### src/sv/triangle_phase_oscillator_assert.svh
// Assertion macros for the triangle phase oscillator.
// TPO_ASSERT_NOW: antecedent implies consequent in the same cycle.
// TPO_ASSERT_NEXT: antecedent implies consequent in the following cycle.
`ifndef TRIANGLE_PHASE_OSCILLATOR_ASSERT_SVH
`define TRIANGLE_PHASE_OSCILLATOR_ASSERT_SVH
`ifndef SYNTH
`define TPO_ASSERT_NOW(label, clk, rst_n, ante, cons, msg) \
	label: assert property (@(posedge clk) disable iff (!rst_n) (ante) |-> (cons)) \
		else $error(msg);
`define TPO_ASSERT_NEXT(label, clk, rst_n, ante, cons, msg) \
	label: assert property (@(posedge clk) disable iff (!rst_n) (ante) |=> (cons)) \
		else $error(msg);
`else
`define TPO_ASSERT_NOW(label, clk, rst_n, ante, cons, msg)
`define TPO_ASSERT_NEXT(label, clk, rst_n, ante, cons, msg)
`endif
`endif

### src/sv/tpo_pkg.sv
package tpo_pkg;

	localparam int SAMPLE_W = 24;
	localparam int PHASE_W  = 32;
	localparam int FREQ_W   = 32;
	localparam int STEP_W   = 32;

	localparam logic [PHASE_W-1:0] QUARTER_CYCLE = 32'h4000_0000;

	localparam logic signed [25:0] SAT_HI = 26'sd8388607;
	localparam logic signed [25:0] SAT_LO = -26'sd8388608;

	localparam logic [1:0]            SOURCE_MODE_RST = 2'd0;
	localparam logic [STEP_W-1:0]     HZ_TO_STEP_RST  = 32'd22906492;
	localparam logic [SAMPLE_W-1:0]   GAIN_CONST_RST  = 24'd1048576;
	localparam logic [SAMPLE_W-1:0]   OFFSET_CONST_RST = 24'd0;

	typedef enum logic [1:0] {
		REG_SOURCE_MODE  = 2'd0,
		REG_HZ_TO_STEP   = 2'd1,
		REG_GAIN_CONST   = 2'd2,
		REG_OFFSET_CONST = 2'd3
	} reg_index_t;

	typedef enum logic [1:0] {
		SRC_ITEM       = 2'd0,
		SRC_OFFSET_REG = 2'd1,
		SRC_BOTH_REG   = 2'd2
	} source_mode_t;

	localparam logic MODE_SAMPLE    = 1'b0;
	localparam logic MODE_SET_PHASE = 1'b1;

endpackage

### src/sv/tpo_round_sat.sv
module tpo_round_sat (
	input  logic signed [47:0]                  prod,
	input  logic signed [tpo_pkg::SAMPLE_W-1:0] offset,
	output logic signed [tpo_pkg::SAMPLE_W-1:0] sample
);

	logic signed [48:0] biased;
	logic signed [25:0] rounded;
	logic signed [25:0] sum;

	// Q5.43 -> Q4.20, round half up
	assign biased  = 49'(prod) + 49'sd4194304;
	assign rounded = biased[48:23];
	assign sum     = rounded + 26'(offset);

	always_comb begin
		if (sum > tpo_pkg::SAT_HI) begin
			sample = tpo_pkg::SAT_HI[tpo_pkg::SAMPLE_W-1:0];
		end else if (sum < tpo_pkg::SAT_LO) begin
			sample = tpo_pkg::SAT_LO[tpo_pkg::SAMPLE_W-1:0];
		end else begin
			sample = sum[tpo_pkg::SAMPLE_W-1:0];
		end
	end

endmodule

### src/sv/triangle_phase_oscillator.sv
// Triangle oscillator on a 32-bit phase accumulator. Each input transfer is either a
// sample step (gives one 24-bit Q4.20 sample from the phase before the step, then
// advances the phase by freq_hz * hz_to_step / 2^24) or a phase set (loads
// phase_value plus a quarter cycle, gives no output). One transfer is taken per clock
// unless the output stalls; a sample passes the input register, step multiply, phase
// accumulate with triangle times gain multiply, round/saturate into the output
// register. The phase loop, a single add in stage 2, fixes the rate at one item per
// cycle. Configuration must be written only while idle; nothing enforces this.
module triangle_phase_oscillator (
	input  logic         clk,
	input  logic         arst_n,
	input  logic         s_tvalid,
	output logic         s_tready,
	// [0] mode, [32:1] freq_hz, [56:33] gain_in, [80:57] offset_in,
	// [112:81] phase_value, [119:113] zero
	input  logic [119:0] s_tdata,
	output logic         m_tvalid,
	input  logic         m_tready,
	// [23:0] sample_out
	output logic [23:0]  m_tdata,
	input  logic         cfg_we,
	input  logic [1:0]   cfg_index,
	input  logic [31:0]  cfg_data
);

	localparam int SW = tpo_pkg::SAMPLE_W;
	localparam int PW = tpo_pkg::PHASE_W;

	// configuration registers
	logic [1:0]           source_mode_q;
	logic [31:0]          hz_to_step_q;
	logic signed [SW-1:0] gain_const_q;
	logic signed [SW-1:0] offset_const_q;

	always_ff @(posedge clk or negedge arst_n) begin
		if (!arst_n) begin
			source_mode_q  <= tpo_pkg::SOURCE_MODE_RST;
			hz_to_step_q   <= tpo_pkg::HZ_TO_STEP_RST;
			gain_const_q   <= tpo_pkg::GAIN_CONST_RST;
			offset_const_q <= tpo_pkg::OFFSET_CONST_RST;
		end else if (cfg_we) begin
			case (tpo_pkg::reg_index_t'(cfg_index))
				tpo_pkg::REG_SOURCE_MODE:  source_mode_q  <= cfg_data[1:0];
				tpo_pkg::REG_HZ_TO_STEP:   hz_to_step_q   <= cfg_data;
				tpo_pkg::REG_GAIN_CONST:   gain_const_q   <= cfg_data[SW-1:0];
				tpo_pkg::REG_OFFSET_CONST: offset_const_q <= cfg_data[SW-1:0];
				default: ;
			endcase
		end
	end

	// stall chain
	logic v_s1, v_s2, v_s3;
	logic en1, en2, en3, en_out;

	assign en_out   = !m_tvalid || m_tready;
	assign en3      = !v_s3 || en_out;
	assign en2      = !v_s2 || en3;
	assign en1      = !v_s1 || en2;
	assign s_tready = en1;

	// stage 1: input register
	logic                                mode_s1;
	logic signed [tpo_pkg::FREQ_W-1:0]   freq_s1;
	logic signed [SW-1:0]                gain_in_s1;
	logic signed [SW-1:0]                offset_in_s1;
	logic [PW-1:0]                       phase_value_s1;

	always_ff @(posedge clk or negedge arst_n) begin
		if (!arst_n) begin
			v_s1 <= 1'b0;
		end else if (en1) begin
			v_s1 <= s_tvalid;
		end
	end

	always_ff @(posedge clk) begin
		if (en1 && s_tvalid) begin
			mode_s1        <= s_tdata[0];
			freq_s1        <= s_tdata[32:1];
			gain_in_s1     <= s_tdata[56:33];
			offset_in_s1   <= s_tdata[80:57];
			phase_value_s1 <= s_tdata[112:81];
		end
	end

	// stage 1 -> 2: source select and step multiply
	logic signed [SW-1:0] gain_sel;
	logic signed [SW-1:0] offset_sel;
	logic signed [64:0]   step_prod;

	always_comb begin
		case (tpo_pkg::source_mode_t'(source_mode_q))
			tpo_pkg::SRC_ITEM: begin
				gain_sel   = gain_in_s1;
				offset_sel = offset_in_s1;
			end
			tpo_pkg::SRC_OFFSET_REG: begin
				gain_sel   = gain_in_s1;
				offset_sel = offset_const_q;
			end
			default: begin
				gain_sel   = gain_const_q;
				offset_sel = offset_const_q;
			end
		endcase
	end

	assign step_prod = 65'(freq_s1) * 65'($signed({1'b0, hz_to_step_q}));

	logic                 mode_s2;
	logic signed [SW-1:0] gain_s2;
	logic signed [SW-1:0] offset_s2;
	logic [PW-1:0]        step_s2;
	logic [PW-1:0]        phase_value_s2;

	always_ff @(posedge clk or negedge arst_n) begin
		if (!arst_n) begin
			v_s2 <= 1'b0;
		end else if (en2) begin
			v_s2 <= v_s1;
		end
	end

	always_ff @(posedge clk) begin
		if (en2 && v_s1) begin
			mode_s2        <= mode_s1;
			gain_s2        <= gain_sel;
			offset_s2      <= offset_sel;
			step_s2        <= step_prod[55:24];
			phase_value_s2 <= phase_value_s1;
		end
	end

	// stage 2: phase accumulator, triangle and gain multiply
	logic [PW-1:0]        phase_q;
	logic [PW-1:0]        folded;
	logic signed [SW-1:0] tri_q23;
	logic                 fire_s2;

	assign fire_s2 = v_s2 && en3;
	assign folded  = phase_q[PW-1] ? ~phase_q : phase_q;
	assign tri_q23 = {~folded[30], folded[29:7]};

	always_ff @(posedge clk or negedge arst_n) begin
		if (!arst_n) begin
			phase_q <= tpo_pkg::QUARTER_CYCLE;
		end else if (fire_s2) begin
			if (mode_s2 == tpo_pkg::MODE_SET_PHASE) begin
				phase_q <= phase_value_s2 + tpo_pkg::QUARTER_CYCLE;
			end else begin
				phase_q <= phase_q + step_s2;
			end
		end
	end

	logic signed [47:0]   prod_s3;
	logic signed [SW-1:0] offset_s3;

	always_ff @(posedge clk or negedge arst_n) begin
		if (!arst_n) begin
			v_s3 <= 1'b0;
		end else if (en3) begin
			v_s3 <= v_s2 && (mode_s2 == tpo_pkg::MODE_SAMPLE);
		end
	end

	always_ff @(posedge clk) begin
		if (fire_s2) begin
			prod_s3   <= 48'(tri_q23) * 48'(gain_s2);
			offset_s3 <= offset_s2;
		end
	end

	// stage 3: round, offset, saturate into the output register
	logic signed [SW-1:0] sample;

	tpo_round_sat u_round_sat (
		.prod   (prod_s3),
		.offset (offset_s3),
		.sample (sample)
	);

	always_ff @(posedge clk or negedge arst_n) begin
		if (!arst_n) begin
			m_tvalid <= 1'b0;
		end else if (en_out) begin
			m_tvalid <= v_s3;
		end
	end

	always_ff @(posedge clk) begin
		if (en_out && v_s3) begin
			m_tdata <= sample;
		end
	end

`include "triangle_phase_oscillator_assert.svh"

	`TPO_ASSERT_NEXT(a_set_no_sample, clk, arst_n, fire_s2 && (mode_s2 == tpo_pkg::MODE_SET_PHASE), !v_s3, "phase set produced a sample")
	`TPO_ASSERT_NEXT(a_phase_hold, clk, arst_n, !fire_s2, $stable(phase_q), "phase moved without a stage 2 transfer")
	`TPO_ASSERT_NEXT(a_phase_set, clk, arst_n, fire_s2 && (mode_s2 == tpo_pkg::MODE_SET_PHASE), phase_q == $past(phase_value_s2) + tpo_pkg::QUARTER_CYCLE, "phase set loaded wrong value")
	`TPO_ASSERT_NOW(a_ready_when_empty, clk, arst_n, !m_tvalid, s_tready, "input stalled with empty output")

endmodule
### config.mk
export PLATFORM = sky130hd
export DESIGN_NAME = triangle_phase_oscillator
export DESIGN_NICKNAME = d
export VERILOG_FILES = /design/src/sv/tpo_pkg.sv /design/src/sv/tpo_round_sat.sv /design/src/sv/triangle_phase_oscillator.sv
export VERILOG_INCLUDE_DIRS = /design/src /design/src/sv
export SDC_FILE = /design/constraint.sdc
export NUM_CORES = 2
export LEC_CHECK = 0
export BUFFER_PORTS_ARGS = -buffer_cell sky130_fd_sc_hd__buf_2
export CAP_MARGIN = 20
export CORE_MARGIN = 5
export CORE_UTILIZATION = 40
export CTS_CLUSTER_DIAMETER = 40
export DETAILED_ROUTE_END_ITERATION = 12
export HOLD_SLACK_MARGIN = 0.08
export PLACE_DENSITY_LB_ADDON = 0.05
export SYNTH_ARGS = -nofsm -noshare
export SYNTH_HDL_FRONTEND = slang
export SYNTH_SLANG_ARGS = --single-unit
### constraint.sdc
create_clock -name clk -period 9.88 [get_ports clk]
set_clock_uncertainty 0.1 [all_clocks]
set_input_delay 1.482 -clock clk [delete_from_list [all_inputs] [get_ports clk]]
set_output_delay 1.482 -clock clk [all_outputs]
set_load 0.01 [all_outputs]
After elaboration in Yosys (flattened, before gate mapping). Index checks and enable logic that the tools add are counted.

Bits in registers: 440. Input bits: 159. Output and inout bits: 26. Word-level logic and storage cells: 62.

Add/subtract/negate cells: 4. Multipliers: 2. $lt $le $gt $ge: 2. Equality and inequality tests: 4. Muxes and demuxes: 5. Bitwise gates (word level): 3. Reductions and logical operators: 20.

Operator list (count): $mux W24 (3); $mul A32 B33 Y56 (1); $add A48 B24 Y49 const B (1); $mul A24 B24 Y48 (1); $add A32 B31 Y32 const B (1); $add A32 B32 Y32 (1); $mux W32 (1); $mux W31 (1); $not A31 Y31 (1); $add A26 B24 Y26 (1); $gt A26 B24 Y1 const B (1); $lt A26 B24 Y1 const B (1); $reduce_and A2 Y1 (4); $logic_and A1 B1 Y1 (5); $eq A2 B1 Y1 const B (2); $eq A2 B2 Y1 const B (2); $logic_not A1 Y1 (4); $logic_not A2 Y1 (2); $logic_or A1 B1 Y1 (4); $not A1 Y1 (2); $reduce_or A2 Y1 (1).

Logic depth before layout (Yosys ltp).
Depth after elaboration: 6. Mapped depth: 32. Gate-level depth less buffers: 30.

Modules after synthesis. From an unflattened synthesis, not the netlist that was laid out.

Cell total of the unflattened synthesis: 6924. Area, all modules: 70647.8 sq um.

By module, submodules not included: triangle_phase_oscillator (instances 1, cells each 6627, area each 68563.3 sq um, sequential area each 12642.1 sq um); tpo_round_sat (instances 1, cells each 297, area each 2084.5 sq um, sequential area each 0.0 sq um).

Worst setup path after synthesis. OpenSTA, ideal clock, no wires.

Path kind: register to register. Start: register phase_q[31]. End: register prod_s3[47], data pin. Setup time: 0.260 ns. Data arrival time: 7.861 ns. Required time: 9.520 ns. Slack: 1.659 ns. Cell stages (with the launch flop): 29. Buffers on the path: 3. Period minus slack after synthesis: 8.221 ns. Cell sequence: dfrtp_1 buf_4 buf_1 xnor2_1 clkbuf_1 nand2_1 inv_1 fa_1 fa_1 inv_1 fa_1 inv_1 fa_1 fa_1 fa_1 fa_1 ha_1 a21o_1 a21o_1 a21o_1 or4bb_1 o21ai_0 o21bai_1 o211ai_1 a21bo_2 nand4_1 nand4b_1 a21oi_1 xnor2_1.

Word-level cells in the longest chain between the ends: 3.

RTL lines: start: declaration (line triangle_phase_oscillator.sv:136) `logic [PW-1:0] phase_q;`; start signal: assignment (line triangle_phase_oscillator.sv:147) `phase_q <= tpo_pkg::QUARTER_CYCLE;`; start signal: assignment (line triangle_phase_oscillator.sv:150) `phase_q <= phase_value_s2 + tpo_pkg::QUARTER_CYCLE;`; start signal: assignment (line triangle_phase_oscillator.sv:152) `phase_q <= phase_q + step_s2;`; $mux W31 (*) (line triangle_phase_oscillator.sv:142) `assign folded = phase_q[PW-1] ? ~phase_q : phase_q;`; $not A1 Y1 (line triangle_phase_oscillator.sv:143) `assign tri_q23 = {~folded[30], folded[29:7]};`; $mul A24 B24 Y48 (*) (line triangle_phase_oscillator.sv:170) `prod_s3 <= 48'(tri_q23) * 48'(gain_s2);`; end signal: assignment (line triangle_phase_oscillator.sv:170); end: declaration (line triangle_phase_oscillator.sv:157) `logic signed [47:0] prod_s3;`.

Every way passes the cells marked *; elsewhere a longest branch is shown, timed or not. A chain may end at the register's enable or synchronous reset.

Final worst setup path. Same ends and word-level chain as after synthesis.

==> flow_metrics.env <==
export IMPL_status="complete, no violations"
export IMPL_min_path_type="flop to flop"
export IMPL_cts_resized=0
export IMPL_grt_pass1_vias=50200
export IMPL_finalCriticalPeriod_ns=9.14
export IMPL_routed_wl_um=200000
export IMPL_coreArea_um2=172000
export IMPL_ant_nets=0
export IMPL_critPathCaptureType="flop"
export IMPL_dieWidth_um=425
export IMPL_io_buffers=177
export IMPL_vias=45000
export IMPL_finalMaxSlewViolations=0
export IMPL_start_util_pct=40.2
export IMPL_grt_overflow=0
export IMPL_postCtsSetupBuffers=0
export IMPL_wl_per_cell_um=21.7
export IMPL_synth_top_cell_area_share_pct=42.9
export IMPL_period_share_pct=92.5
export IMPL_cp_max_fo=13
export IMPL_seq_area_frac_synth_pct=17.4
export IMPL_start_kind="flop"
export IMPL_synth_edf_count=300
export IMPL_grt_pass1_wl_um=312000
export IMPL_synthArstFlopShare_pct=28.2
export IMPL_fp_dieH_um=425
export IMPL_synthCells=6733
export IMPL_cts_hold_buffers_added=0
export IMPL_cts_max_path_buffers=3
export IMPL_cts_sinks=418
export IMPL_hold_viol=0
export IMPL_setup_violations=0
export IMPL_fmax_ghz=0.109
export IMPL_drtPass1Iterations=5
export IMPL_rsz0062_at_grt="no"
export IMPL_synth_top_area_cell="fa_1"
export IMPL_rows=152
export IMPL_drive_gt1_share_pct=9.79
export IMPL_path_clk_slew_ns=0.06
export IMPL_final_cell_mix="1,500 x inv_1, 1,479 x fa_1, 830 x and2_1"
export IMPL_synth_ff_type="edfxtp_1"
export IMPL_cts_tree="done"
export IMPL_dp_hpwl_um=159000
export IMPL_tns_ns=0
export IMPL_gp_congestion=0.828
export IMPL_layout_commonest_cell="inv_1"
export IMPL_area_growth_syn_to_layout_pct=9.13
export IMPL_synth_nets=8792
export IMPL_cts_made_buffers=70
export IMPL_nets=8872
export IMPL_critical_path_class="flop to flop"
export IMPL_drt_initial_drc_count=2442
export IMPL_synth_area_um2=68900
export IMPL_grt_max_degree=64
export IMPL_antenna_found_initial=16
export IMPL_drv_cap=0
export IMPL_required_ns=10.20
export IMPL_crit_slowest_cell="xor2_2"
export IMPL_ys_seq_elements=418
export IMPL_synth_area_per_cell_um2=10.2
export IMPL_vias_per_cell=4.90
export IMPL_arrival_ns=9.46
export IMPL_clk_latency_ns=0.67
export IMPL_yosysWarningCount=0
export IMPL_synth_cell_types=91
export IMPL_drcViolationCount=0
export IMPL_crit_path_frequent_cell="fa_1"
export IMPL_cts_htree_levels=3
export IMPL_synth_area_leaders="fa_1 43%, edfxtp_1 13%, inv_1 8.2%"
export IMPL_grt_usage_pct=22.9
export IMPL_cts_root_buf="clkbuf_16"
export IMPL_rrSetupSlack_ns=0.74
export IMPL_slew_headroom_pct=22.4
export IMPL_tightest_slew_ns=1.16
export IMPL_ioPinCount=185
export IMPL_max_stage_delay_ns=0.82
export IMPL_dieArea_um2=181000
==> sequential cells by signal, indices dropped and copies added, names as in the netlist <==
register and count:
gain_in_s1 24, phase_value_s1 32, offset_s3 24, m_tdata 24
mode_s2 1, v_s3 1, offset_const_q 24, offset_in_s1 24
mode_s1 1, phase_value_s2 32, v_s2 1, freq_s1 32
offset_s2 24, gain_const_q 24, v_s1 1, step_s2 32
phase_q 32, prod_s3 26, hz_to_step_q 32, source_mode_q 2
gain_s2 24, m_tvalid 1
==> critical path, delay by kind of cell, from the launching register on <==
family                     cells  cell delay, ns
buffers and inverters          5            0.82
AOI/OAI and AO/OA              7            1.74
adders and majority gates      8            3.84
and+or+nand+nor                4            0.81
xor gates and xnor gates       2            0.92
DFF                            1            0.69
==> cell families (layout without fill, tap and decap cells) <==
family | count (synthesis) | count (layout) | share of synthesized area [%]
compound gates | 383 | 383 | 3.62
xor+xnor | 179 | 179 | 2.27
fa+ha+maj | 1900 | 1900 | 50.6
buf+inv | 1824 | 1962 | 9.98
flops | 418 | 418 | 17.4
mux | 134 | 134 | 2.18
other cells | 0 | 3 | 0
simple gates | 1895 | 1895 | 14.0
==> Yosys cell counts (23+ instances only) <==
library cell	n
xnor2_1	108
fa_1	1479
clkbuf_1	309
inv_1	1501
nand2_1	780
xor2_1	71
edfxtp_1	300
a21oi_1	124
o21ai_0	84
nand2b_1	23
mux2_2	130
a21o_1	50
ha_1	421
and2_1	832
nand3_1	48
nor2_1	105
dfrtp_1	102
==> cell type report <==
class,instances,area [um^2]
fill,16800,96300
multi-input combinational,4491,50300
sequential,418,12000
inverter,1501,5630
tap,2310,2890
timing repair buffer,331,2070
clock buffer,79,1820
clock inverter,51,564
antenna,3,7.51
==> path summary, 6_finish.rpt <==
path | end | from | depth (start not counted)
min | phase_value_s2[0] | phase_value_s1[0] | 0
min reg2reg | phase_value_s2[0] | phase_value_s1[0] | 0
max | prod_s3[47] | phase_q[31] | 26
max in group asynchronous | gain_const_q[11] | arst_n | 2
min in group asynchronous | v_s1 | arst_n | 1
max reg2reg | prod_s3[47] | phase_q[31] | 26
==> per-layer routing <==
layer	vias up	track usage [%]	part of all wire (%)
li1	20200	-	-
met1	23700	32.3	46
met2	917	38.1	48
met3	191	2.42	4.0
met4	0	5.44	2.3
met5	-	0	0
==> per-stage QoR <==
| stage | util, % | setup slack [ns] | cells | hold slack (ns) | cell area [um^2] |
|---|---|---|---|---|---|
| floorplan | - | 1.66 | 6733 | 0.300 | 68900 |
| global placement | 42.5 | 0.710 | 9050 | 0.305 | 72800 |
| detailed placement | 42.5 | 0.621 | 9050 | 0.306 | 72800 |
| CTS | 43.8 | 0.669 | 9180 | 0.308 | 75200 |
| global route | 43.9 | 0.325 | 9184 | 0.323 | 75200 |
| finish | 43.9 | 0.736 | 9184 | 0.310 | 75200 |
Power is not shown: default switching activity piles up to over one toggle a cycle in this logic, so the estimate is an artifact.
